### config.mk
export PLATFORM = sky130hd
export DESIGN_NAME = ttl_host_mem
export DESIGN_NICKNAME = d
export VERILOG_FILES = /design/src/design/task_to_host_layout_assert.svh /design/src/design/ttl_pkg.sv /design/src/design/ttl_host_mem.sv
export SDC_FILE = /design/constraint.sdc
export NUM_CORES = 1
export LEC_CHECK = 0
export BUFFER_PORTS_ARGS = -buffer_cell sky130_fd_sc_hd__buf_2
export CAP_MARGIN = 20
export CORE_UTILIZATION = 45
export DETAILED_ROUTE_END_ITERATION = 10
export GPL_TIMING_DRIVEN = 1
export PLACE_DENSITY_LB_ADDON = 0.08
export REMOVE_ABC_BUFFERS = 1
export SLEW_MARGIN = 20
export SYNTH_ARGS = -nofsm -noshare
export SYNTH_HDL_FRONTEND = slang
export SYNTH_SLANG_ARGS = --single-unit
### constraint.sdc
create_clock -name clk -period 1.7 [get_ports clk]
set_input_delay 0.085 -clock clk [delete_from_list [all_inputs] [get_ports clk]]
set_output_delay 0.085 -clock clk [all_outputs]
set_load 0.005 [all_outputs]
### src/design/task_to_host_layout_assert.svh
// Assertion macros for the task-to-host layout block.
// Used by the top level; no other dependencies.
`ifndef TASK_TO_HOST_LAYOUT_ASSERT_SVH
`define TASK_TO_HOST_LAYOUT_ASSERT_SVH
`ifndef SYNTH
`define TTL_ASSERT(lbl, ck, rst_n, prop) \
	lbl: assert property (@(posedge ck) disable iff (!rst_n) prop) \
		else $error("assertion failed");
`define TTL_ASSERT_NEXT(lbl, ck, rst_n, ante, cons) \
	lbl: assert property (@(posedge ck) disable iff (!rst_n) (ante) |=> (cons)) \
		else $error("assertion failed");
`else
`define TTL_ASSERT(lbl, ck, rst_n, prop)
`define TTL_ASSERT_NEXT(lbl, ck, rst_n, ante, cons)
`endif
`endif

### src/design/ttl_pkg.sv
// Shared constants, codes and control structs of the task layout block.
// No dependencies.
package ttl_pkg;

	localparam int MAX_HOSTS_DEF = 64;
	localparam int MAX_TASKS_DEF = 1024;

	localparam int FUNC_W   = 2;
	localparam int CPUS_W   = 10;
	localparam int REP_W    = 7;
	localparam int TIDX_W   = 10;
	localparam int HSEL_W   = 6;
	localparam int HOT_W    = 6;
	localparam int RANK_W   = 10;
	localparam int CNT_W    = 11;
	localparam int TT_W     = 11;
	localparam int HT_W     = 7;
	localparam int CFG_IDX_W  = 2;
	localparam int CFG_DATA_W = 11;

	typedef enum logic [FUNC_W-1:0] {
		FUNC_LOAD  = 2'd0,
		FUNC_QTASK = 2'd1,
		FUNC_QHOST = 2'd2
	} ttl_func_t;

	typedef enum logic [CFG_IDX_W-1:0] {
		CFG_TASK_TOTAL = 2'd0,
		CFG_HOST_TOTAL = 2'd1,
		CFG_DIST_MODE  = 2'd2
	} ttl_cfg_idx_t;

	typedef enum logic [3:0] {
		ST_IDLE,
		ST_LOAD,
		ST_LINIT,
		ST_WRD,
		ST_WWR,
		ST_BRD,
		ST_BCHK,
		ST_BWR,
		ST_QRD,
		ST_QWT,
		ST_RESP
	} ttl_state_t;

	typedef struct packed {
		logic rd;
		logic cpu_we;
		logic cnt_we;
		logic clear;
	} hm_ctl_t;

	typedef struct packed {
		logic rd;
		logic we;
	} tm_ctl_t;

	typedef struct packed {
		logic layout_done;
		logic resp_wait;
	} ttl_stat_t;

endpackage

### src/design/ttl_host_mem.sv
// Per-host store: cpu count and placed-task count, registered read.
// Depends on ttl_pkg; task counts carry valid bits cleared per layout.
module ttl_host_mem #(
	parameter int MAX_HOSTS = ttl_pkg::MAX_HOSTS_DEF,
	parameter int MAX_TASKS = ttl_pkg::MAX_TASKS_DEF
) (
	input  logic                               clk,
	input  logic                               arst_n,
	input  ttl_pkg::hm_ctl_t                   ctl,
	input  logic [$clog2(MAX_HOSTS)-1:0]       rd_addr,
	input  logic [$clog2(MAX_HOSTS)-1:0]       wr_addr,
	input  logic [ttl_pkg::CPUS_W-1:0]         cpu_wdata,
	input  logic [$clog2(MAX_TASKS+1)-1:0]     cnt_wdata,
	output logic [ttl_pkg::CPUS_W-1:0]         cpu_rdata,
	output logic [$clog2(MAX_TASKS+1)-1:0]     cnt_rdata
);
	import ttl_pkg::*;
	localparam int TCW = $clog2(MAX_TASKS + 1);

	logic [CPUS_W-1:0]    cpus_mem [MAX_HOSTS];
	logic [TCW-1:0]       cnt_mem  [MAX_HOSTS];
	logic [MAX_HOSTS-1:0] valid_q;
	logic [CPUS_W-1:0]    cpu_rd_q;
	logic [TCW-1:0]       cnt_rd_q;
	logic                 vld_rd_q;

	always_ff @(posedge clk or negedge arst_n) begin
		if (!arst_n) begin
			valid_q <= '0;
		end else if (ctl.clear) begin
			valid_q <= '0;
		end else if (ctl.cnt_we) begin
			valid_q[wr_addr] <= 1'b1;
		end
	end

	always_ff @(posedge clk) begin
		if (ctl.cpu_we)
			cpus_mem[wr_addr] <= cpu_wdata;
		if (ctl.cnt_we)
			cnt_mem[wr_addr] <= cnt_wdata;
		if (ctl.rd) begin
			cpu_rd_q <= cpus_mem[rd_addr];
			cnt_rd_q <= cnt_mem[rd_addr];
			vld_rd_q <= valid_q[rd_addr];
		end
	end

	assign cpu_rdata = cpu_rd_q;
	assign cnt_rdata = vld_rd_q ? cnt_rd_q : '0;
endmodule

# After elaboration in Yosys (flattened, before gate mapping)
# Memory sizes are Yosys's and may differ from the RTL's. A register that Yosys moved wholly into a read port is not among the register bits.
# Cells that the tools add are included.
# Widths: inputs -> output; s select.
dict set report op_classes {
  n_mux 11
  magnitude_cmp 3
  reduce_logical 2
  bitwise_logic 1
}
# operator count
set ops {}
lappend ops {{$mux 64} 2}
lappend ops {{$or 64x64->64} 1}
lappend ops {{$lt 6x7->1 const B} 2}
lappend ops {{$mux 11} 1}
lappend ops {{$bmux 1 s6} 1}
lappend ops {{$demux 1 s6} 1}
lappend ops {{$ge 6x1->1 const B} 1}
lappend ops {{$mux 1} 6}
lappend ops {{$reduce_bool 2->1} 1}
lappend ops {{$logic_and 1x1->1} 1}
dict set report totals {
  n_memories 2
  ramBits 1344
  in_bits 39
  ff_bits 65
}
# name words width read_ports rd_clocked_by_memory_dff wr line
set memory_table {}
lappend memory_table {cnt_mem 64 11 1 1 1 ttl_host_mem.sv:21} ;# logic [TCW-1:0] cnt_mem [MAX_HOSTS];
lappend memory_table {cpus_mem 64 10 1 1 1 ttl_host_mem.sv:20} ;# logic [CPUS_W-1:0] cpus_mem [MAX_HOSTS];

# Longest topological paths before layout
dict set report depth {
  depth_word 7
  mapped_depth 9
}

# Worst setup path after synthesis
# OpenSTA, ideal clock, no wires.
dict set report synth_path {
  path_type {input-to-reg}
  from {in rd_addr[0]}
  to {reg cpu_rd_q[1] (netlist: cpu_rdata[1]) (read register of cpus_mem), data pin}
  n_path_buf 4
  slack_ps -298
  arrival_ps 1723
  setup_time_ps 275
  stages 7
  path_cell_list {buf_2 buf_4 buf_4 buf_4 mux4_2 a221oi_1 a211oi_1}
}
# item line
set synth_lines {}
lappend synth_lines {{start: declaration} ttl_host_mem.sv:10} ;# input logic [$clog2(MAX_HOSTS)-1:0] rd_addr,
lappend synth_lines {{end: declaration} ttl_host_mem.sv:23} ;# logic [CPUS_W-1:0] cpu_rd_q;

==> out/qor.yml <==
run_status: "finished with violations"
violations: "negative setup slack"
hold_viol_final: 0
period_minus_slack_ns: 1.99
max_clock_freq_ghz: 0.503
grt_pass1_wl_um: 206000
vdd.ir_drop.worst_v: 0.000990
worstRegToRegCells: 5
timing.critical_path.required_ns: 2.21
worst_setup_path_end_kind: "flip-flop"
share_comb_of_total_power_pct: 5.9
synth.top_cells.by_area: "edfxtp_1, mux4_2, dfrtp_1"
synth-main-ff-cell: "edfxtp_1"
critPathKind: "flip-flop to flip-flop"
pwr-share-clk_pct: 43.1
drv_cap: 0
critical_path.n_buffers_inverters: 0
cp-start-kind: "flip-flop"
fin_area_mm2: 0.0670
unrepaired_setup_endpoints_after_global_routing: "true"
synth_area_leader_cell: "edfxtp_1"
first_global_vias: 28700
dp_hpwl_um: 92200
synthMostInstantiatedCell: "edfxtp_1"
dpl_worst_slack_ns: -0.922
cts.clk_slew.worst_paths_ns: 0.06
cts_made_buffers: 150
syn_area_per_cell_um2: 21.4
critical_path_peak_fanout: 1
avgRoutedWirePerCell_um: 29.6
area_growth_from_synthesis_to_final_layout_pct: 21.7
whs_path_cells: 2
timing.critical_path.cells: "mux4_2, mux4_2, o22ai_2, a211oi_1, a21o_1"
detailed_route_wl_um: 143000
p_per_area_mw_per_mm2: 1140
drive_gt1_share_pct: 35.9
overflow: 0
timing.final.max_slew_violations: 0
p_sw_share_pct: 20.8
initial_utilization_pct: 45.6
utilization_pct: 55.5
power.share.sequential_pct: 51.0
number_of_stages_on_the_worst_setup_path: 5
placement_rows: 127
critPathSlowestCell: "mux4_2"
power.static_leakage_nw: 22.2
post_synth_edffs: 1366
synth_top_cells_by_count: "edfxtp_1, mux4_2, nor2_1, mux2i_1, clkbuf_1"
portion_of_the_post_synthesis_area_used_by_sequential_elements_pct: 77.5
area_share_of_the_leading_cell_type_in_the_synthesized_netlist_pct: 74.5
transition_time_at_the_pin_with_the_least_slew_margin_ns: 0.884
tritoncts_num_sinks: 1430
min_path_type: "input port to flip-flop"
total_power_w: 0.0766
synth_area_mm2: 0.0550
total_drc_errors_in_the_routed_layout: 0
antenna_left: 0
cts_root_buffer: "clkbuf_16"
fp.dieH_um: 352
num_vias: 27700
finalWeightedCongestion: 0.810
tritoncts_clock_tree: "yes"
final.period_utilization_pct: 117
dr.first_iter.drc_count: 2914
fin_skew_ns: 0.0319
power.net_switching_w: 0.0159
critical-path-top-delay-family: "multiplexers"
grt_max_degree: 65
io_buffer_count: 59
postSynthCellCount: 2571
crit_path_frequent_cell: "mux4_2"
report.final.setup_viol: 22
drt-pass1-iter-count: 5
synth_warnings: 0
nets: 3129
fp.coreArea_mm2: 0.121
die-area_mm2: 0.124
cts_max_path_buffers: 3
postLayoutSetupSlackWorst_ns: -0.289
async_reset_ff_share_pct: 4.48
detailed_place.area_mm2: 0.0612
die_width_um: 352
io-pin-count: 60
totalNegativeSetupSlack_ns: -2.74
grtUsageTotal_pct: 23.7
drt-vias-per-instance: 5.74
p_int_w: 0.0606
ctsHtreeMaxLevel: 4
insertion_delay_ns: 0.76
critPathMaxStageDelay_ns: 0.52
worst_slew_margin_rel_pct: 41.1
synth.ff_latch_count: 1430
netlist-cell-type-count: 35
cp.arrival_ns: 2.49
grt_antenna_before_repair: 7
## kinds of logic after synthesis
kind of cell           Yosys count  synth area share [%]
buffers and inverters          148                  1.35
AND/OR/NAND/NOR                383                  2.93
AO/OA/AOI/OAI                  176                  2.33
multiplexers                   434                  15.9
flip-flops                    1430                  77.5
## registers in the layout (all words and copies together), names as in the netlist
| name | count |
|---|---|
| cnt_mem | 704 |
| cnt_rd_q | 11 |
| cpu_rdata | 10 |
| cpus_mem | 640 |
| valid_q | 64 |
| vld_rd_q | 1 |
## layout by cell type (no fill, tap or decap), drive strengths merged, types with 8 or more instances in the layout
| cell | instances |
|---|---|
| a221oi | 20 |
| nor2b | 12 |
| nand3 | 31 |
| mux4 | 352 |
| a22oi | 44 |
| o22ai | 8 |
| nand2 | 24 |
| clkinv | 52 |
| a21oi | 19 |
| buf | 495 |
| edfxtp | 1366 |
| o21ai | 23 |
| clkbuf | 197 |
| o221ai | 13 |
| a211oi | 13 |
| mux2 | 12 |
| mux2i | 70 |
| a22o | 22 |
| nand3b | 8 |
| nor2 | 277 |
| bufinv | 18 |
| dfrtp | 64 |
| dlygate4sd3 | 20 |
| and2 | 15 |
## cell type report
cell class	instances	area [um^2]
sequential	1430	42600
fill	9115	53600
timing repair buffer	515	5210
multi-input combinational	993	12100
clock inverter	77	865
antenna	4	10.0
clock buffer	197	4120
tap	1612	2020
## routing by layer
layer  GRT usage, %  routed length [um]
met2           38.1               69300
met1           33.0               60800
met4           7.12                3610
met3           4.78                9050
met5              0                  44
## final timing paths
path / from / end / slack, ns
max: cpus_mem[15][0] / cpu_rdata[0] / -0.29
min: cpu_wdata[1] / cpus_mem[14][1] / 0.02
max reg2reg: cpus_mem[15][0] / cpu_rdata[0] / -0.29
min reg2reg: valid_q[23] / valid_q[23] / 0.49
max in group asynchronous: arst_n / valid_q[5] / 1.06
min in group asynchronous: arst_n / valid_q[12] / 0.41
## through the flow
| stage | instances | hold slack [ns] |
|---|---|---|
| final | 4828 | 0.0184 |
| after global routing | 4824 | 0.0212 |
| after CTS | 4823 | 0.00840 |
| after detailed placement | 4528 | 0.0940 |
| after global placement | 4528 | 0.0825 |
| after floorplan | 2423 | -0.211 |
## power by group through the flow
stage          logic, W  registers, W  clock network [W]
3_5_place_dp    0.00432        0.0397                  0
3_3_place_gp    0.00426        0.0397                  0
4_1_cts         0.00457        0.0390             0.0337
2_1_floorplan   0.00146        0.0397                  0
5_1_grt         0.00480        0.0390             0.0350
6_report        0.00453        0.0390             0.0330
## repair_timing
item	4_1_cts	5_1_grt
pin swaps	43	11
gates cloned	0	0
resized for setup	109	15
hold buffers	20	1
setup endpoints to repair	33	33
hold endpoints to repair	653	64
buffers inserted	2	0
## worst register-to-register path, stage by stage (launching register included)
cell	delay, ns
edfxtp_1	0.36
mux4_2	0.47
mux4_2	0.52
o22ai_2	0.16
a211oi_1	0.07
a21o_1	0.16
Power figures use the tool's default switching activity.
