--- src/design/task_to_host_layout_assert.svh ---
// Assertion macros for the task-to-host layout block.
// Used by the top level; no other dependencies.
`ifndef TASK_TO_HOST_LAYOUT_ASSERT_SVH
`define TASK_TO_HOST_LAYOUT_ASSERT_SVH
`ifndef SYNTH
`define TTL_ASSERT(lbl, ck, rst_n, prop) \
	lbl: assert property (@(posedge ck) disable iff (!rst_n) prop) \
		else $error("assertion failed");
`define TTL_ASSERT_NEXT(lbl, ck, rst_n, ante, cons) \
	lbl: assert property (@(posedge ck) disable iff (!rst_n) (ante) |=> (cons)) \
		else $error("assertion failed");
`else
`define TTL_ASSERT(lbl, ck, rst_n, prop)
`define TTL_ASSERT_NEXT(lbl, ck, rst_n, ante, cons)
`endif
`endif

--- src/design/ttl_pkg.sv ---
// Shared constants, codes and control structs of the task layout block.
// No dependencies.
package ttl_pkg;

	localparam int MAX_HOSTS_DEF = 64;
	localparam int MAX_TASKS_DEF = 1024;

	localparam int FUNC_W   = 2;
	localparam int CPUS_W   = 10;
	localparam int REP_W    = 7;
	localparam int TIDX_W   = 10;
	localparam int HSEL_W   = 6;
	localparam int HOT_W    = 6;
	localparam int RANK_W   = 10;
	localparam int CNT_W    = 11;
	localparam int TT_W     = 11;
	localparam int HT_W     = 7;
	localparam int CFG_IDX_W  = 2;
	localparam int CFG_DATA_W = 11;

	typedef enum logic [FUNC_W-1:0] {
		FUNC_LOAD  = 2'd0,
		FUNC_QTASK = 2'd1,
		FUNC_QHOST = 2'd2
	} ttl_func_t;

	typedef enum logic [CFG_IDX_W-1:0] {
		CFG_TASK_TOTAL = 2'd0,
		CFG_HOST_TOTAL = 2'd1,
		CFG_DIST_MODE  = 2'd2
	} ttl_cfg_idx_t;

	typedef enum logic [3:0] {
		ST_IDLE,
		ST_LOAD,
		ST_LINIT,
		ST_WRD,
		ST_WWR,
		ST_BRD,
		ST_BCHK,
		ST_BWR,
		ST_QRD,
		ST_QWT,
		ST_RESP
	} ttl_state_t;

	typedef struct packed {
		logic rd;
		logic cpu_we;
		logic cnt_we;
		logic clear;
	} hm_ctl_t;

	typedef struct packed {
		logic rd;
		logic we;
	} tm_ctl_t;

	typedef struct packed {
		logic layout_done;
		logic resp_wait;
	} ttl_stat_t;

endpackage

--- src/design/ttl_in_if.sv ---
// Request channel: load and query items.
// Depends on ttl_pkg.
interface ttl_in_if;
	import ttl_pkg::*;
	logic                valid;
	logic                ready;
	logic [FUNC_W-1:0]   func;
	logic [CPUS_W-1:0]   group_cpus;
	logic [REP_W-1:0]    group_repeat;
	logic [TIDX_W-1:0]   task_index;
	logic [HSEL_W-1:0]   host_select;

	modport source (output valid, func, group_cpus, group_repeat, task_index, host_select,
		input ready);
	modport sink (input valid, func, group_cpus, group_repeat, task_index, host_select,
		output ready);
endinterface

--- src/design/ttl_out_if.sv ---
// Response channel: one result per request.
// Depends on ttl_pkg.
interface ttl_out_if;
	import ttl_pkg::*;
	logic               valid;
	logic               ready;
	logic               status;
	logic [HOT_W-1:0]   host_of_task;
	logic [RANK_W-1:0]  rank_on_host;
	logic [CNT_W-1:0]   host_task_count;
	logic [CPUS_W-1:0]  host_cpu_count;

	modport source (output valid, status, host_of_task, rank_on_host, host_task_count,
		host_cpu_count, input ready);
	modport sink (input valid, status, host_of_task, rank_on_host, host_task_count,
		host_cpu_count, output ready);
endinterface

--- src/design/ttl_ctrl.sv ---
// Sequencer: host loads, layout walk over rounds, block numbering pass, queries.
// Depends on ttl_pkg and the channel interfaces; drives both stores.
module ttl_ctrl #(
	parameter int MAX_HOSTS = ttl_pkg::MAX_HOSTS_DEF,
	parameter int MAX_TASKS = ttl_pkg::MAX_TASKS_DEF
) (
	input  logic                              clk,
	input  logic                              arst_n,
	ttl_in_if.sink                            req,
	ttl_out_if.source                         rsp,
	input  logic [ttl_pkg::TT_W-1:0]          task_total,
	input  logic [ttl_pkg::HT_W-1:0]          host_total,
	input  logic                              dist_mode,
	output ttl_pkg::hm_ctl_t                  hm_ctl,
	output logic [$clog2(MAX_HOSTS)-1:0]      hm_rd_addr,
	output logic [$clog2(MAX_HOSTS)-1:0]      hm_wr_addr,
	output logic [ttl_pkg::CPUS_W-1:0]        hm_cpu_wdata,
	output logic [$clog2(MAX_TASKS+1)-1:0]    hm_cnt_wdata,
	input  logic [ttl_pkg::CPUS_W-1:0]        hm_cpu_rdata,
	input  logic [$clog2(MAX_TASKS+1)-1:0]    hm_cnt_rdata,
	output ttl_pkg::tm_ctl_t                  tm_ctl,
	output logic [$clog2(MAX_TASKS)-1:0]      tm_rd_addr,
	output logic [$clog2(MAX_TASKS)-1:0]      tm_wr_addr,
	output logic [$clog2(MAX_HOSTS)-1:0]      tm_host_wdata,
	output logic [$clog2(MAX_TASKS)-1:0]      tm_rank_wdata,
	input  logic [$clog2(MAX_HOSTS)-1:0]      tm_host_rdata,
	input  logic [$clog2(MAX_TASKS)-1:0]      tm_rank_rdata,
	output ttl_pkg::ttl_stat_t                stat
);
	import ttl_pkg::*;
	localparam int HW   = $clog2(MAX_HOSTS);
	localparam int TW   = $clog2(MAX_TASKS);
	localparam int HCW  = $clog2(MAX_HOSTS + 1);
	localparam int TCW  = $clog2(MAX_TASKS + 1);
	localparam int RW   = TCW + 1;
	localparam int CW_A = (TCW > HCW) ? TCW : HCW;
	localparam int CW   = (CW_A > TT_W) ? CW_A : TT_W;
	localparam int RCW  = ((RW > CPUS_W) ? RW : CPUS_W) + 1;

	ttl_state_t state_q, state_d;

	// control state
	logic           layout_done_q;
	logic [HCW-1:0] hosts_loaded_q;
	logic [TCW-1:0] laid_tasks_q;
	logic [HCW-1:0] laid_hosts_q;
	logic           rsp_valid_q;

	// item and walk registers
	logic [FUNC_W-1:0] func_q;
	logic [CPUS_W-1:0] cpus_q;
	logic [REP_W-1:0]  rep_left_q;
	logic [TIDX_W-1:0] tidx_q;
	logic [HSEL_W-1:0] hsel_q;
	logic [RW-1:0]     round_q;
	logic [TCW-1:0]    placed_q;
	logic [HW-1:0]     h_q;
	logic              over_q;
	logic              spare_q;
	logic              cyc_q;
	logic [TCW-1:0]    id_q;
	logic [TCW-1:0]    k_q;
	logic [TCW-1:0]    cnt_q;
	logic              res_status_q;
	logic [HOT_W-1:0]  res_host_q;
	logic [RANK_W-1:0] res_rank_q;
	logic [CNT_W-1:0]  res_cnt_q;
	logic [CPUS_W-1:0] res_cpu_q;

	logic          acc, slot_free, hl_full, take, more, spare_nx, walk_end, last_h;
	logic          t_ok, s_ok, is_qtask, is_qhost;
	logic [CW-1:0] nt_c, nh_a, nh_c;
	logic [TCW-1:0] placed_nx;

	assign acc       = req.valid && req.ready;
	assign slot_free = !rsp_valid_q || rsp.ready;
	assign hl_full   = (hosts_loaded_q == HCW'(MAX_HOSTS));

	// clamped counts for the layout
	assign nt_c = (CW'(task_total) < CW'(MAX_TASKS)) ? CW'(task_total) : CW'(MAX_TASKS);
	assign nh_a = (CW'(host_total) < nt_c) ? CW'(host_total) : nt_c;
	assign nh_c = (nh_a < CW'(MAX_HOSTS)) ? nh_a : CW'(MAX_HOSTS);

	assign take      = (RCW'(round_q) < RCW'(hm_cpu_rdata)) || over_q;
	assign more      = (RCW'(round_q) + RCW'(1) < RCW'(hm_cpu_rdata));
	assign spare_nx  = spare_q || (take && more);
	assign placed_nx = placed_q + TCW'(take);
	assign walk_end  = (placed_nx == laid_tasks_q);
	assign last_h    = (HCW'(h_q) + HCW'(1) == laid_hosts_q);

	assign is_qtask = (func_q == FUNC_QTASK);
	assign is_qhost = (func_q == FUNC_QHOST);
	assign t_ok     = (CW'(tidx_q) < CW'(laid_tasks_q));
	assign s_ok     = (CW'(hsel_q) < CW'(laid_hosts_q));

	assign req.ready = (state_q == ST_IDLE);
	assign rsp.valid = rsp_valid_q;
	assign stat.layout_done = layout_done_q;
	assign stat.resp_wait   = (state_q == ST_RESP);

	always_ff @(posedge clk or negedge arst_n) begin
		if (!arst_n)
			state_q <= ST_IDLE;
		else
			state_q <= state_d;
	end

	always_comb begin
		state_d       = state_q;
		hm_ctl        = '0;
		tm_ctl        = '0;
		hm_rd_addr    = h_q;
		hm_wr_addr    = h_q;
		hm_cpu_wdata  = cpus_q;
		hm_cnt_wdata  = hm_cnt_rdata + TCW'(1);
		tm_rd_addr    = TW'(tidx_q);
		tm_wr_addr    = id_q[TW-1:0];
		tm_host_wdata = h_q;
		tm_rank_wdata = TW'(k_q);
		unique case (state_q)
			ST_IDLE: begin
				if (acc) begin
					unique case (ttl_func_t'(req.func))
						FUNC_LOAD:  state_d = ST_LOAD;
						FUNC_QTASK,
						FUNC_QHOST: state_d = layout_done_q ? ST_QRD : ST_LINIT;
						default:    state_d = ST_RESP;
					endcase
				end
			end
			ST_LOAD: begin
				hm_ctl.cpu_we = !hl_full;
				hm_wr_addr    = hosts_loaded_q[HW-1:0];
				if (rep_left_q == REP_W'(1))
					state_d = ST_RESP;
			end
			ST_LINIT: begin
				hm_ctl.clear = 1'b1;
				state_d = (nh_c == '0) ? ST_QRD : ST_WRD;
			end
			ST_WRD: begin
				hm_ctl.rd = 1'b1;
				state_d   = ST_WWR;
			end
			ST_WWR: begin
				hm_ctl.cnt_we = take;
				tm_ctl.we     = take && cyc_q;
				tm_wr_addr    = placed_q[TW-1:0];
				tm_rank_wdata = TW'(hm_cnt_rdata);
				if (walk_end)
					state_d = cyc_q ? ST_QRD : ST_BRD;
				else
					state_d = ST_WRD;
			end
			ST_BRD: begin
				hm_ctl.rd = 1'b1;
				state_d   = ST_BCHK;
			end
			ST_BCHK: begin
				if (hm_cnt_rdata != '0)
					state_d = ST_BWR;
				else
					state_d = last_h ? ST_QRD : ST_BRD;
			end
			ST_BWR: begin
				tm_ctl.we = 1'b1;
				if (k_q + TCW'(1) == cnt_q)
					state_d = last_h ? ST_QRD : ST_BRD;
			end
			ST_QRD: begin
				hm_rd_addr = HW'(hsel_q);
				hm_ctl.rd  = is_qhost && s_ok;
				tm_ctl.rd  = is_qtask && t_ok;
				state_d    = ((is_qhost && s_ok) || (is_qtask && t_ok)) ? ST_QWT : ST_RESP;
			end
			ST_QWT: state_d = ST_RESP;
			ST_RESP: begin
				if (slot_free)
					state_d = ST_IDLE;
			end
			default: state_d = ST_IDLE;
		endcase
	end

	always_ff @(posedge clk or negedge arst_n) begin
		if (!arst_n) begin
			layout_done_q  <= 1'b0;
			hosts_loaded_q <= '0;
			laid_tasks_q   <= '0;
			laid_hosts_q   <= '0;
			rsp_valid_q    <= 1'b0;
		end else begin
			// a load after a finished layout starts a fresh host table
			if (acc && req.func == FUNC_LOAD && layout_done_q) begin
				layout_done_q  <= 1'b0;
				hosts_loaded_q <= '0;
			end
			if (state_q == ST_LOAD && !hl_full)
				hosts_loaded_q <= hosts_loaded_q + HCW'(1);
			if (state_q == ST_LINIT) begin
				layout_done_q <= 1'b1;
				laid_hosts_q  <= HCW'(nh_c);
				laid_tasks_q  <= (nh_c == '0) ? '0 : TCW'(nt_c);
			end
			if (state_q == ST_RESP && slot_free)
				rsp_valid_q <= 1'b1;
			else if (rsp.ready)
				rsp_valid_q <= 1'b0;
		end
	end

	always_ff @(posedge clk) begin
		case (state_q)
			ST_IDLE: begin
				if (acc) begin
					func_q       <= req.func;
					cpus_q       <= req.group_cpus;
					rep_left_q   <= (req.group_repeat == '0) ? REP_W'(1) : req.group_repeat;
					tidx_q       <= req.task_index;
					hsel_q       <= req.host_select;
					res_status_q <= !(req.func == FUNC_LOAD || req.func == FUNC_QTASK ||
						req.func == FUNC_QHOST);
					res_host_q   <= '0;
					res_rank_q   <= '0;
					res_cnt_q    <= '0;
					res_cpu_q    <= '0;
				end
			end
			ST_LOAD: begin
				rep_left_q <= rep_left_q - REP_W'(1);
				if (hl_full)
					res_status_q <= 1'b1;
			end
			ST_LINIT: begin
				round_q  <= '0;
				placed_q <= '0;
				h_q      <= '0;
				over_q   <= 1'b0;
				spare_q  <= 1'b0;
				cyc_q    <= dist_mode;
			end
			ST_WWR: begin
				placed_q <= placed_nx;
				if (walk_end) begin
					h_q  <= '0;
					id_q <= '0;
				end else if (last_h) begin
					// round over; no spare cpu left means oversubscribe from now on
					h_q     <= '0;
					round_q <= round_q + RW'(1);
					over_q  <= over_q || !spare_nx;
					spare_q <= 1'b0;
				end else begin
					h_q     <= h_q + HW'(1);
					spare_q <= spare_nx;
				end
			end
			ST_BCHK: begin
				cnt_q <= hm_cnt_rdata;
				k_q   <= '0;
				if (hm_cnt_rdata == '0 && !last_h)
					h_q <= h_q + HW'(1);
			end
			ST_BWR: begin
				id_q <= id_q + TCW'(1);
				k_q  <= k_q + TCW'(1);
				if (k_q + TCW'(1) == cnt_q && !last_h)
					h_q <= h_q + HW'(1);
			end
			ST_QRD: begin
				if (!((is_qhost && s_ok) || (is_qtask && t_ok)))
					res_status_q <= 1'b1;
			end
			ST_QWT: begin
				if (is_qtask) begin
					res_host_q <= HOT_W'(tm_host_rdata);
					res_rank_q <= RANK_W'(tm_rank_rdata);
				end else begin
					res_cnt_q <= CNT_W'(hm_cnt_rdata);
					res_cpu_q <= hm_cpu_rdata;
				end
			end
			default: ;
		endcase
	end

	always_ff @(posedge clk) begin
		if (state_q == ST_RESP && slot_free) begin
			rsp.status          <= res_status_q;
			rsp.host_of_task    <= res_host_q;
			rsp.rank_on_host    <= res_rank_q;
			rsp.host_task_count <= res_cnt_q;
			rsp.host_cpu_count  <= res_cpu_q;
		end
	end
endmodule

--- src/flat_wrapper.sv ---
// flat-port wrapper written by rule: the top's interface ports become plain ports
module ttl_ctrl_flat import ttl_pkg::*;
#(
	parameter int MAX_HOSTS = ttl_pkg::MAX_HOSTS_DEF,
	parameter int MAX_TASKS = ttl_pkg::MAX_TASKS_DEF
)
  (clk, arst_n, task_total, host_total, dist_mode, hm_ctl, hm_rd_addr, hm_wr_addr, hm_cpu_wdata, hm_cnt_wdata, hm_cpu_rdata, hm_cnt_rdata, tm_ctl, tm_rd_addr, tm_wr_addr, tm_host_wdata, tm_rank_wdata, tm_host_rdata, tm_rank_rdata, stat, req_valid, req_func, req_group_cpus, req_group_repeat, req_task_index, req_host_select, req_ready, rsp_valid, rsp_status, rsp_host_of_task, rsp_rank_on_host, rsp_host_task_count, rsp_host_cpu_count, rsp_ready);
  ttl_in_if req_i ();
  ttl_out_if rsp_i ();
  input  logic clk;
  input  logic arst_n;
  input  logic [ttl_pkg::TT_W-1:0] task_total;
  input  logic [ttl_pkg::HT_W-1:0] host_total;
  input  logic dist_mode;
  output ttl_pkg::hm_ctl_t hm_ctl;
  output logic [$clog2(MAX_HOSTS)-1:0] hm_rd_addr;
  output logic [$clog2(MAX_HOSTS)-1:0] hm_wr_addr;
  output logic [ttl_pkg::CPUS_W-1:0] hm_cpu_wdata;
  output logic [$clog2(MAX_TASKS+1)-1:0] hm_cnt_wdata;
  input  logic [ttl_pkg::CPUS_W-1:0] hm_cpu_rdata;
  input  logic [$clog2(MAX_TASKS+1)-1:0] hm_cnt_rdata;
  output ttl_pkg::tm_ctl_t tm_ctl;
  output logic [$clog2(MAX_TASKS)-1:0] tm_rd_addr;
  output logic [$clog2(MAX_TASKS)-1:0] tm_wr_addr;
  output logic [$clog2(MAX_HOSTS)-1:0] tm_host_wdata;
  output logic [$clog2(MAX_TASKS)-1:0] tm_rank_wdata;
  input  logic [$clog2(MAX_HOSTS)-1:0] tm_host_rdata;
  input  logic [$clog2(MAX_TASKS)-1:0] tm_rank_rdata;
  output ttl_pkg::ttl_stat_t stat;
  input wire logic [$bits(req_i.valid)-1:0] req_valid;
  input wire logic [$bits(req_i.func)-1:0] req_func;
  input wire logic [$bits(req_i.group_cpus)-1:0] req_group_cpus;
  input wire logic [$bits(req_i.group_repeat)-1:0] req_group_repeat;
  input wire logic [$bits(req_i.task_index)-1:0] req_task_index;
  input wire logic [$bits(req_i.host_select)-1:0] req_host_select;
  output wire logic [$bits(req_i.ready)-1:0] req_ready;
  output wire logic [$bits(rsp_i.valid)-1:0] rsp_valid;
  output wire logic [$bits(rsp_i.status)-1:0] rsp_status;
  output wire logic [$bits(rsp_i.host_of_task)-1:0] rsp_host_of_task;
  output wire logic [$bits(rsp_i.rank_on_host)-1:0] rsp_rank_on_host;
  output wire logic [$bits(rsp_i.host_task_count)-1:0] rsp_host_task_count;
  output wire logic [$bits(rsp_i.host_cpu_count)-1:0] rsp_host_cpu_count;
  input wire logic [$bits(rsp_i.ready)-1:0] rsp_ready;
  assign req_i.valid = req_valid;
  assign req_i.func = req_func;
  assign req_i.group_cpus = req_group_cpus;
  assign req_i.group_repeat = req_group_repeat;
  assign req_i.task_index = req_task_index;
  assign req_i.host_select = req_host_select;
  assign req_ready = req_i.ready;
  assign rsp_valid = rsp_i.valid;
  assign rsp_status = rsp_i.status;
  assign rsp_host_of_task = rsp_i.host_of_task;
  assign rsp_rank_on_host = rsp_i.rank_on_host;
  assign rsp_host_task_count = rsp_i.host_task_count;
  assign rsp_host_cpu_count = rsp_i.host_cpu_count;
  assign rsp_i.ready = rsp_ready;
  ttl_ctrl #(.MAX_HOSTS(MAX_HOSTS), .MAX_TASKS(MAX_TASKS)) u_core (.clk(clk), .arst_n(arst_n), .req(req_i), .rsp(rsp_i), .task_total(task_total), .host_total(host_total), .dist_mode(dist_mode), .hm_ctl(hm_ctl), .hm_rd_addr(hm_rd_addr), .hm_wr_addr(hm_wr_addr), .hm_cpu_wdata(hm_cpu_wdata), .hm_cnt_wdata(hm_cnt_wdata), .hm_cpu_rdata(hm_cpu_rdata), .hm_cnt_rdata(hm_cnt_rdata), .tm_ctl(tm_ctl), .tm_rd_addr(tm_rd_addr), .tm_wr_addr(tm_wr_addr), .tm_host_wdata(tm_host_wdata), .tm_rank_wdata(tm_rank_wdata), .tm_host_rdata(tm_host_rdata), .tm_rank_rdata(tm_rank_rdata), .stat(stat));
endmodule
--- config.mk ---
export PLATFORM = sky130hd
export DESIGN_NAME = ttl_ctrl_flat
export DESIGN_NICKNAME = d
export VERILOG_FILES = /design/src/design/task_to_host_layout_assert.svh /design/src/design/ttl_pkg.sv /design/src/design/ttl_in_if.sv /design/src/design/ttl_out_if.sv /design/src/design/ttl_ctrl.sv /design/src/flat_wrapper.sv
export SDC_FILE = /design/constraint.sdc
export NUM_CORES = 1
export LEC_CHECK = 0
export ABC_AREA = 1
export BUFFER_PORTS_ARGS = -buffer_cell sky130_fd_sc_hd__buf_4
export CAP_MARGIN = 40
export CORE_ASPECT_RATIO = 2
export CORE_UTILIZATION = 55
export CTS_CLUSTER_SIZE = 16
export DETAILED_ROUTE_END_ITERATION = 6
export GPL_ROUTABILITY_DRIVEN = 0
export HOLD_SLACK_MARGIN = 0.12
export PLACE_DENSITY = 0.87
export SLEW_MARGIN = 5
export SYNTH_ARGS = -nofsm -noshare
export SYNTH_HDL_FRONTEND = slang
export SYNTH_SLANG_ARGS = --single-unit
--- constraint.sdc ---
create_clock -name clk -period 10.3 [get_ports clk]
set_clock_uncertainty 0.05 [all_clocks]
set_input_delay 0.515 -clock clk [delete_from_list [all_inputs] [get_ports clk]]
set_output_delay 0.515 -clock clk [all_outputs]
set_load 0.005 [all_outputs]
-- After elaboration in Yosys (flattened, before gate mapping)
Cells that the tools add are included.
- output and inout port bits: 117
- input port bits: 95
- bits in registers: 207
- word-level logic and storage cells: 199
- multiplexer cells: 69
- add/sub/neg operators: 10
- $lt $le $gt $ge: 7
- reductions and logical operators: 51
- equal/unequal tests: 32
- operators with widths (kind ; number):
    one-hot mux 11 bit (2 select lines) ; 4
    two-way mux 11 bit ; 7
    two-way mux 10 bit ; 5
    two-way mux 6 bit ; 8
    one-hot mux 4 bit (11 select lines) ; 1
    two-way mux 4 bit ; 10
    one-hot mux 10 bit (2 select lines) ; 2
    adder 11 x 1 -> 11 bit, second input constant ; 3
    two-way mux 7 bit ; 4
    two-way mux 12 bit ; 2
    one-hot mux 12 bit (2 select lines) ; 1
    one-hot mux 6 bit (4 select lines) ; 1
    equality test 11 bit ; 2
    zero test 11 bit ; 2
    != test 2 x 1 -> 1 bit, second input constant ; 9
    equality test 4 x 3 -> 1 bit, second input constant ; 4
    nonzero test 2 bit ; 8
    two-way mux 1 bit ; 15
    one-hot mux 7 bit (2 select lines) ; 1
    adder 12 x 1 -> 13 bit, second input constant ; 1
    < comparator 13 x 10 -> 1 bit ; 1
    adder 12 x 1 -> 12 bit, second input constant ; 1
    equality test 4 bit, second input constant ; 3
    < comparator 12 x 10 -> 1 bit ; 1
    other kinds (36) ; 73

-- Logic depth before layout (Yosys ltp)
Gate-level depths: netlist (run 1).
- depth in word-level cells: 9
- mapped depth: 25
- gate-level depth less buffers: 25

-- Least setup slack after synthesis (run 1)
Ideal clock, no wire load.
- path kind: input to register
- from: input port hm_cpu_rdata[7] (netlist name)
- to: register u_core.over_q, enable pin
- required time: 9863 ps
- stages: 21
- setup time: 387 ps
- data arrival time: 3278 ps
- buffers on the path: 0
- setup slack: 6584 ps
- path through: inv_1 > ha_1 > a21oi_1 > o21ai_0 > nand2_1 > nand4_1 > nand2_1 > ha_1 > ha_1 > nand3_1 > inv_1 > nand2_2 > nor2_1 > nand2_1 > nand2_1 > nand2_1 > nand2_1 > nor2_2 > nand3_1 > nand2_1 > a21oi_1
- longest elaborated chain between the ends: 6
- RTL lines (element ; line ; source):
    from (decl) ; flat_wrapper.sv:20 ; input logic [ttl_pkg::CPUS_W-1:0] hm_cpu_rdata;
    < comparator 12 x 10 -> 1 bit ; ttl_ctrl.sv:84 ; assign take = (RCW'(round_q) < RCW'(hm_cpu_rdata)) || over_q;
    logical OR 1 bit ; ttl_ctrl.sv:84 ;
    adder 11 x 1 -> 11 bit ; ttl_ctrl.sv:87 ; assign placed_nx = placed_q + TCW'(take);
    equality test 11 bit ; ttl_ctrl.sv:88 ; assign walk_end = (placed_nx == laid_tasks_q);
    != test 2 bit (no line) ; - ;
    AND reduction 3 bit (no line) ; - ;
    to (signal assigned) ; ttl_ctrl.sv:251 ; over_q <= over_q || !spare_nx;
    to (decl) ; ttl_ctrl.sv:58 ; logic over_q;
No other way between the ends.
A chain may end at the register's enable or synchronous reset.

-- Worst setup path in the final report (run 1)
- from: register u_core.round_q[7]
- to: register u_core.round_q[0], enable pin
- longest elaborated chain between the ends: 6
- RTL lines (element ; line ; source):
    from (decl) ; ttl_ctrl.sv:55 ; logic [RW-1:0] round_q;
    from (signal assigned) ; ttl_ctrl.sv:250 ; round_q <= round_q + RW'(1);
    < comparator 12 x 10 -> 1 bit ; ttl_ctrl.sv:84 ;
    logical OR 1 bit ; ttl_ctrl.sv:84 ;
    adder 11 x 1 -> 11 bit ; ttl_ctrl.sv:87 ;
    equality test 11 bit ; ttl_ctrl.sv:88 ;
    != test 2 bit (no line) ; - ;
    AND reduction 3 bit (no line) ; - ;
No other way between the ends.

==> run_summary.xml, run 1 <==
<?xml version="1.0" encoding="UTF-8"?>
<metrics>
  <group name="global_route">
    <metric name="grt_pass1_wl" unit="µm">41900</metric>
    <metric name="number_of_antenna_violations_at_the_first_check_in_global_routing" unit="">0</metric>
    <metric name="globalRoute.totalOverflow" unit="">0</metric>
    <metric name="pin_count_of_the_biggest_net_entering_global_routing" unit="">40</metric>
    <metric name="grt_usage" unit="">0.264</metric>
    <metric name="grt_pass1_vias" unit="">9039</metric>
  </group>
  <group name="cts">
    <metric name="cts_num_sinks" unit="">206</metric>
    <metric name="clk_latency" unit="ps">480</metric>
    <metric name="clkSlewWorstSetupHoldPaths" unit="ps">60</metric>
    <metric name="clock_tree.buffer_depth" unit="">3</metric>
    <metric name="cts_root_buf" unit="">clkbuf_16</metric>
    <metric name="clock_tree_from_tritoncts" unit="">built</metric>
    <metric name="cts_buffer_count" unit="">18</metric>
    <metric name="ctsHtreeMaxLevel" unit="">1</metric>
    <metric name="post_cts_resized" unit="">0</metric>
  </group>
  <group name="hold_path">
    <metric name="hold_end" unit="">u_core.hsel_q[5]</metric>
    <metric name="hold_depth" unit="">1</metric>
    <metric name="hp-class" unit="">primary input to register</metric>
    <metric name="hold_start" unit="">req_host_select[5]</metric>
  </group>
  <group name="placed_design">
    <metric name="post-dp-hpwl" unit="µm">20600</metric>
    <metric name="dpl-instance-area" unit="mm²">0.0128</metric>
    <metric name="port_buffers" unit="">211</metric>
  </group>
  <group name="detailed_routing">
    <metric name="vias" unit="">8943</metric>
    <metric name="drtPass1Iterations" unit="">5</metric>
    <metric name="antenna_left" unit="">0</metric>
    <metric name="finalWirelength" unit="µm">26400</metric>
    <metric name="detail_route.wl_per_cell" unit="µm">15.8</metric>
    <metric name="initialDrtViolationCount" unit="">483</metric>
    <metric name="vias_per_cell" unit="">5.34</metric>
    <metric name="drcViolationCount" unit="">0</metric>
  </group>
  <group name="yosys">
    <metric name="synth_edf_count" unit="">175</metric>
    <metric name="post_synth_mux_area_share" unit="">0</metric>
    <metric name="async_flop_share" unit="">0.150</metric>
    <metric name="avgSynthCellArea" unit="µm²">9.20</metric>
    <metric name="synth.top_cells.by_area" unit="">edfxtp_1, nand2_1, dfrtp_1</metric>
    <metric name="synth-simple-area-share" unit="">0.213</metric>
    <metric name="netlist_area" unit="mm²">0.0109</metric>
    <metric name="count_of_state_elements_after_synthesis" unit="">206</metric>
    <metric name="synth_xor_area_frac" unit="">0.0298</metric>
    <metric name="yosysUniqueCellTypes" unit="">41</metric>
    <metric name="synth_cells" unit="">1181</metric>
    <metric name="synth.net_count" unit="">1329</metric>
    <metric name="synth-main-ff-cell" unit="">edfxtp_1</metric>
    <metric name="synth_compound_area_frac" unit="">0.0686</metric>
    <metric name="post-synth-top-area-cell" unit="">edfxtp_1</metric>
    <metric name="main_combinational_cell_family_by_area_after_synthesis" unit="">simple AND/OR/NAND/NOR gates</metric>
    <metric name="synth-adder-area-share" unit="">0.0610</metric>
    <metric name="synth_seq_area_share" unit="">0.555</metric>
    <metric name="yosys_warnings" unit="">0</metric>
    <metric name="synth_top_area_frac" unit="">0.484</metric>
  </group>
  <group name="worst_setup_path">
    <metric name="cp.arrival" unit="ps">4130</metric>
    <metric name="path_max_fanout" unit="">10</metric>
    <metric name="r2r_start" unit="">u_core.round_q[7]</metric>
    <metric name="critical_path_class" unit="">register to register</metric>
    <metric name="endpoint_of_the_worst_register_to_register_path" unit="">u_core.round_q[0]</metric>
    <metric name="critPathRequiredTime" unit="ps">10430</metric>
    <metric name="worst_setup_path_start_kind" unit="">register</metric>
    <metric name="setup.reg_to_reg.worst_slack" unit="ps">6300</metric>
    <metric name="critPathCaptureType" unit="">register</metric>
    <metric name="worstRegToRegCells" unit="">21</metric>
  </group>
  <group name="pwr">
    <metric name="worst_ir_drop_vdd" unit="µV">250</metric>
    <metric name="leakagePower" unit="nW">6.08</metric>
    <metric name="cellPowerDensity" unit="mW/mm²">233</metric>
  </group>
  <group name="job">
    <metric name="maxCapViolCount" unit="">0</metric>
  </group>
  <group name="sta">
    <metric name="rsz0062_at_grt" unit="">false</metric>
    <metric name="hold_viol" unit="">0</metric>
    <metric name="slew_headroom" unit="">0.438</metric>
    <metric name="worst_pin_slew" unit="ps">841</metric>
    <metric name="timing.final.crit_share" unit="">0.388</metric>
    <metric name="period_needed" unit="ps">4000</metric>
    <metric name="finalSetupViolations" unit="">0</metric>
    <metric name="clock.fmax" unit="MHz">250</metric>
    <metric name="slew_viol_final" unit="">0</metric>
    <metric name="setup_total_negative_slack" unit="ps">0</metric>
  </group>
  <group name="floorplanning">
    <metric name="floorplan.rows" unit="">72</metric>
    <metric name="start_util" unit="">0.561</metric>
    <metric name="die_w" unit="µm">101</metric>
    <metric name="die-area" unit="mm²">0.0204</metric>
    <metric name="die_height" unit="µm">201</metric>
    <metric name="pin_count" unit="">212</metric>
    <metric name="coreArea" unit="mm²">0.0194</metric>
  </group>
  <group name="finish">
    <metric name="multi_input_area" unit="mm²">0.00406</metric>
    <metric name="drive_above_1_share" unit="">0.198</metric>
    <metric name="final_design_area_no_fill" unit="mm²">0.0134</metric>
    <metric name="design.final.nets" unit="">1552</metric>
    <metric name="num-fill-cells" unit="">1441</metric>
    <metric name="insertedDiodeCount" unit="">0</metric>
    <metric name="area_growth" unit="%">23.6</metric>
    <metric name="seqCellArea" unit="mm²">0.00603</metric>
  </group>
  <group name="status">
    <metric name="outcome" unit="">finished clean</metric>
  </group>
</metrics>
[cells in the mapped netlist, types with 3 or more instances]
cell type / count
nand2_1: 248
inv_1: 184
edfxtp_1: 175
nor2_1: 158
o21ai_0: 64
nand3_1: 61
ha_1: 53
a21oi_1: 43
dfrtp_1: 31
xor2_1: 27
nor3_1: 18
nand4_1: 17
clkbuf_1: 16
o22ai_1: 10
xnor2_1: 10
nand2_2: 8
nor4_1: 6
nand3b_1: 5
nor2_2: 5
a31oi_1: 4
nand3_2: 4
o21ai_1: 3
or2_2: 3
[flip-flops by register name, indices dropped and copies added (netlist names), 2 cells and up]
name / cells
u_core.rsp.host_task_count: 11
u_core.res_rank_q: 10
u_core.rsp.host_of_task: 6
u_core.rsp.rank_on_host: 10
u_core.res_cpu_q: 10
u_core.laid_tasks_q: 11
u_core.hsel_q: 6
u_core.placed_q: 11
u_core.id_q: 10
u_core.res_cnt_q: 11
u_core.tm_host_wdata: 6
u_core.res_host_q: 6
u_core.hosts_loaded_q: 7
u_core.state_q: 4
u_core.hm_cpu_wdata: 10
u_core.tm_rd_addr: 10
u_core.rep_left_q: 7
u_core.k_q: 11
u_core.cnt_q: 11
u_core.laid_hosts_q: 7
u_core.round_q: 12
u_core.rsp.host_cpu_count: 10
u_core.func_q: 2
[kinds of logic (layout without fill, tap and decap cells)]
family	Yosys count	after routing
compound gates	136	136
simple gates	541	541
flops	206	206
xor+xnor	37	37
fa+ha+maj	53	53
buf+inv	208	442
[worst max-delay path by stage]
stage | from | to | slack, ps | depth (start not counted)
floorplan | hm_cpu_rdata[7] | u_core.over_q | 6580 | 21
global placement | hm_cpu_rdata[1] | u_core.round_q[0] | 5950 | 24
detailed placement | hm_cpu_rdata[7] | u_core.round_q[2] | 6170 | 23
CTS | u_core.round_q[7] | u_core.round_q[2] | 6380 | 21
global route | u_core.round_q[7] | u_core.round_q[3] | 5950 | 21
finish | u_core.round_q[7] | u_core.round_q[0] | 6300 | 21
[per-layer routing]
layer  GRT usage  vias to the layer above  wire length [µm]
met3      0.0355                       89              1260
met1       0.260                     4171              8880
met2       0.517                      337             15000
met5           0                        -                 0
met4       0.125                        0              1280
li1            -                     4346                 -
[stage by stage]
step / total power (W) / utilization / worst slack (ps) / hold slack [ps] / cells
floorplan: 0.00198 / - / 6580 / 169 / 1181
global placement: 0.00237 / 0.659 / 5950 / 350 / 1638
detailed placement: 0.00244 / 0.662 / 6170 / 355 / 1642
CTS: 0.00314 / 0.694 / 6380 / 142 / 1674
global route: 0.00333 / 0.694 / 5950 / 138 / 1674
finish: 0.00313 / 0.694 / 6300 / 157 / 1674
[cell usage in the layout (no fill, tap or decap), types with 4 or more instances in the layout]
cell type	Yosys	routed
a21oi_1	43	43
a31oi_1	4	4
buf_4	2	219
clkbuf_1	16	4
clkbuf_16	0	19
dfrtp_1	31	31
edfxtp_1	175	175
ha_1	53	53
inv_1	184	184
nand2_1	248	248
nand2_2	8	8
nand3_1	61	61
nand3_2	4	4
nand3b_1	5	5
nand4_1	17	17
nor2_1	158	156
nor2_2	5	6
nor3_1	18	18
nor4_1	6	6
o21ai_0	64	62
o21ai_1	3	4
o22ai_1	10	10
xnor2_1	10	10
xor2_1	27	27
[timing repair]
item	4_1_cts	5_1_grt
hold endpoints to repair	31	0
buffers inserted	0	0
hold buffers	1	0
[area by class of cell]
| cell class | instances | share of cell area |
|---|---|---|
| multi-input combinational | 767 | 0.302 |
| timing repair buffer | 223 | 0.128 |
| tap | 259 | 0.0241 |
| inverter | 188 | 0.0525 |
| clock buffer | 24 | 0.0375 |
| clock inverter | 7 | 0.00680 |
| sequential | 206 | 0.449 |
[critical path: stages (launching register included)]
cell and delay (ps):
edfxtp_1 430, ha_1 330, a21oi_1 180, o21ai_0 150, nand2_1 100, nand4_1 140, nand2_1 140, ha_1 240
ha_1 220, nand3_1 150, inv_1 180, nand2_2 100, nor2_1 100, nand2_1 100, nand2_1 80, nand2_1 40
nand2_1 70, nor2_2 60, nand3_1 130, nand2_1 100, a21oi_1 350, buf_4 260
[power by group]
part           switching (W)  internal, W
Clock               0.000293     0.000396
Sequential          0.000150      0.00119
Combinational       0.000673     0.000435
Note: power is estimated with default switching activity, not from simulation.
==> run 2: changes to the inputs <==
- clock period: 10.3 -> 3.9 ns (I/O delays scaled with it)
==> run_summary.xml, run 2 (same netlist as run 1, synthesis figures left out) <==
<?xml version="1.0" encoding="UTF-8"?>
<metrics>
  <group name="finish">
    <metric name="insertedDiodeCount" unit="">0</metric>
    <metric name="drive_above_1_share" unit="">0.192</metric>
    <metric name="mostFrequentLayoutCell" unit="">nand2_1</metric>
    <metric name="number_of_flip_flops_under_the_largest_register_name" unit="">12</metric>
    <metric name="area_growth" unit="%">32.7</metric>
    <metric name="register_with_the_highest_flop_count" unit="">u_core.round_q</metric>
    <metric name="final_design_area_no_fill" unit="mm²">0.0144</metric>
    <metric name="most-common-layout-cells" unit="">nand2_1, buf_4, inv_1, edfxtp_1, nor2_1</metric>
    <metric name="design.final.nets" unit="">1650</metric>
    <metric name="num-fill-cells" unit="">1253</metric>
  </group>
  <group name="detailed_routing">
    <metric name="vias_per_cell" unit="">5.40</metric>
    <metric name="detail_route.wl_per_cell" unit="µm">16.5</metric>
    <metric name="drtPass1Iterations" unit="">6</metric>
    <metric name="antenna_left" unit="">0</metric>
    <metric name="initialDrtViolationCount" unit="">473</metric>
    <metric name="vias" unit="">9558</metric>
    <metric name="finalWirelength" unit="µm">29300</metric>
    <metric name="drcViolationCount" unit="">0</metric>
  </group>
  <group name="cts">
    <metric name="clock_tree.buffer_depth" unit="">3</metric>
    <metric name="cts_buffer_count" unit="">19</metric>
    <metric name="cts_num_sinks" unit="">206</metric>
    <metric name="cts_root_buf" unit="">clkbuf_16</metric>
    <metric name="post_cts.repair.setup_buffers" unit="">0</metric>
    <metric name="clock_tree_from_tritoncts" unit="">built</metric>
    <metric name="ctsHtreeMaxLevel" unit="">1</metric>
    <metric name="clk_latency" unit="ps">480</metric>
    <metric name="clkSlewWorstSetupHoldPaths" unit="ps">70</metric>
  </group>
  <group name="worst_setup_path">
    <metric name="worstRegToRegCells" unit="">23</metric>
    <metric name="setup.worst_path.start" unit="">task_total[10]</metric>
    <metric name="critPathRequiredTime" unit="ps">4240</metric>
    <metric name="worstPathCellList" unit="">dlygate4sd3_1 -&gt; buf_4 -&gt; nor2_1 -&gt; dlygate4sd3_1 -&gt; inv_1 -&gt; ha_1 -&gt; nand4_1 -&gt; nor2_1 -&gt; nand2_4 -&gt; nand2_4 -&gt; nand2_1 -&gt; nand2_1 -&gt; nand2_1 -&gt; nand3_2 -&gt; nor2_1 -&gt; nor2_2 -&gt; nand3_1 -&gt; dlygate4sd3_1 -&gt; o21ai_0</metric>
    <metric name="path_max_fanout" unit="">9</metric>
    <metric name="max_stage_delay" unit="ps">580</metric>
    <metric name="critical_path_class" unit="">primary input to register</metric>
    <metric name="worst_setup_path_start_kind" unit="">primary input</metric>
    <metric name="r2r_start" unit="">u_core.round_q[1]</metric>
    <metric name="setup.reg_to_reg.worst_slack" unit="ps">450</metric>
    <metric name="worst_path_max_delay_cell" unit="">dlygate4sd3_1</metric>
    <metric name="cp.arrival" unit="ps">4110</metric>
    <metric name="critPathCaptureType" unit="">register</metric>
  </group>
  <group name="sta">
    <metric name="rsz0062_at_grt" unit="">false</metric>
    <metric name="slew_viol_final" unit="">0</metric>
    <metric name="hold_viol" unit="">0</metric>
    <metric name="clock.fmax" unit="MHz">266</metric>
    <metric name="slew_headroom" unit="">0.493</metric>
    <metric name="hold-worst-slack" unit="ps">154</metric>
    <metric name="worst_pin_slew" unit="ps">758</metric>
    <metric name="finalSetupViolations" unit="">0</metric>
    <metric name="period_needed" unit="ps">3770</metric>
    <metric name="setup_total_negative_slack" unit="ps">0</metric>
    <metric name="timing.final.crit_share" unit="">0.966</metric>
  </group>
  <group name="placed_design">
    <metric name="port_buffers" unit="">211</metric>
    <metric name="dpl-instance-area" unit="mm²">0.0128</metric>
    <metric name="post-dp-hpwl" unit="µm">20300</metric>
  </group>
  <group name="floorplanning">
    <metric name="die-area" unit="mm²">0.0204</metric>
    <metric name="coreArea" unit="mm²">0.0194</metric>
    <metric name="die_w" unit="µm">101</metric>
    <metric name="die_height" unit="µm">201</metric>
    <metric name="floorplan.rows" unit="">72</metric>
    <metric name="pin_count" unit="">212</metric>
    <metric name="start_util" unit="">0.561</metric>
  </group>
  <group name="hold_path">
    <metric name="hp-class" unit="">primary input to async pin</metric>
  </group>
  <group name="job">
    <metric name="maxCapViolCount" unit="">0</metric>
  </group>
  <group name="global_route">
    <metric name="pin_count_of_the_biggest_net_entering_global_routing" unit="">40</metric>
    <metric name="grt_pass1_vias" unit="">10098</metric>
    <metric name="globalRoute.totalOverflow" unit="">0</metric>
    <metric name="number_of_antenna_violations_at_the_first_check_in_global_routing" unit="">0</metric>
    <metric name="grt_usage" unit="">0.293</metric>
    <metric name="grt_pass1_wl" unit="µm">46600</metric>
  </group>
  <group name="pwr">
    <metric name="leakagePower" unit="nW">6.48</metric>
    <metric name="cellPowerDensity" unit="mW/mm²">587</metric>
    <metric name="report.power.total" unit="W">0.00846</metric>
    <metric name="worst_ir_drop_vdd" unit="µV">693</metric>
  </group>
  <group name="status">
    <metric name="outcome" unit="">finished clean</metric>
  </group>
</metrics>
[run 2: cell types whose count changed in the layout (fill, tap and decap cells not counted), moves of 2 or more]
| cell | before | now |
|---|---|---|
| dlygate4sd3_1 | 1 | 97 |
| clkinv_2 | 1 | 5 |
| clkbuf_1 | 4 | 2 |
| nand2_1 | 248 | 246 |
| nand2_2 | 8 | 10 |
[run 2: area by class of cell]
class / count / area, µm² / area share
flip-flops and latches: 206 / 6030 / 0.418
multi-input cells: 767 / 4080 / 0.283
repair buffers: 320 / 2670 / 0.185
inverters: 188 / 706 / 0.0489
clock buffers: 21 / 483 / 0.0335
well taps: 259 / 324 / 0.0225
clock inverters: 10 / 131 / 0.00911
[run 2: stage by stage]
step / setup slack (ps) / cells / utilization
2_1_floorplan: 360 / 1181 / -
3_3_place_gp: 424 / 1641 / 0.660
3_5_place_dp: 307 / 1643 / 0.662
4_1_cts: 282 / 1771 / 0.743
5_1_grt: 17.1 / 1771 / 0.745
6_report: 134 / 1771 / 0.745
[run 2: path summary, 6_finish.rpt]
| path | end |
|---|---|
| worst min-delay path | u_core.rsp.valid |
| worst min register to register | u_core.rsp.host_cpu_count[7] |
| worst max-delay path | u_core.laid_tasks_q[9] |
| max in group asynchronous | u_core.laid_tasks_q[4] |
| worst max register to register | u_core.round_q[2] |
| min in group clk | u_core.laid_hosts_q[0] |
[run 2: worst max-delay path: cells and delay by family]
kind | cells | cell delay [ps]
buf+inv | 5 | 1950
compound gates | 1 | 90
fa+ha+maj | 1 | 330
simple gates | 12 | 1530
[run 2: repair_timing]
action                     CTS  global route
hold buffers                97             0
hold endpoints to repair   133             0
resized for setup            0             7
setup endpoints to repair    0            23
[run 2: metal layers]
metal	vias up	GRT usage	wire length (µm)
li1	4541	-	-
met1	4438	0.276	9690
met2	439	0.559	16000
met3	140	0.0435	1620
met4	0	0.189	1940
met5	-	0	0
[run 2: report_power, final]
part	leakage [nW]	internal (W)	total (W)	switching (W)
clock network	0.303	0.00109	0.00187	0.000779
logic	4.13	0.00122	0.00305	0.00183
registers	2.05	0.00314	0.00354	0.000404
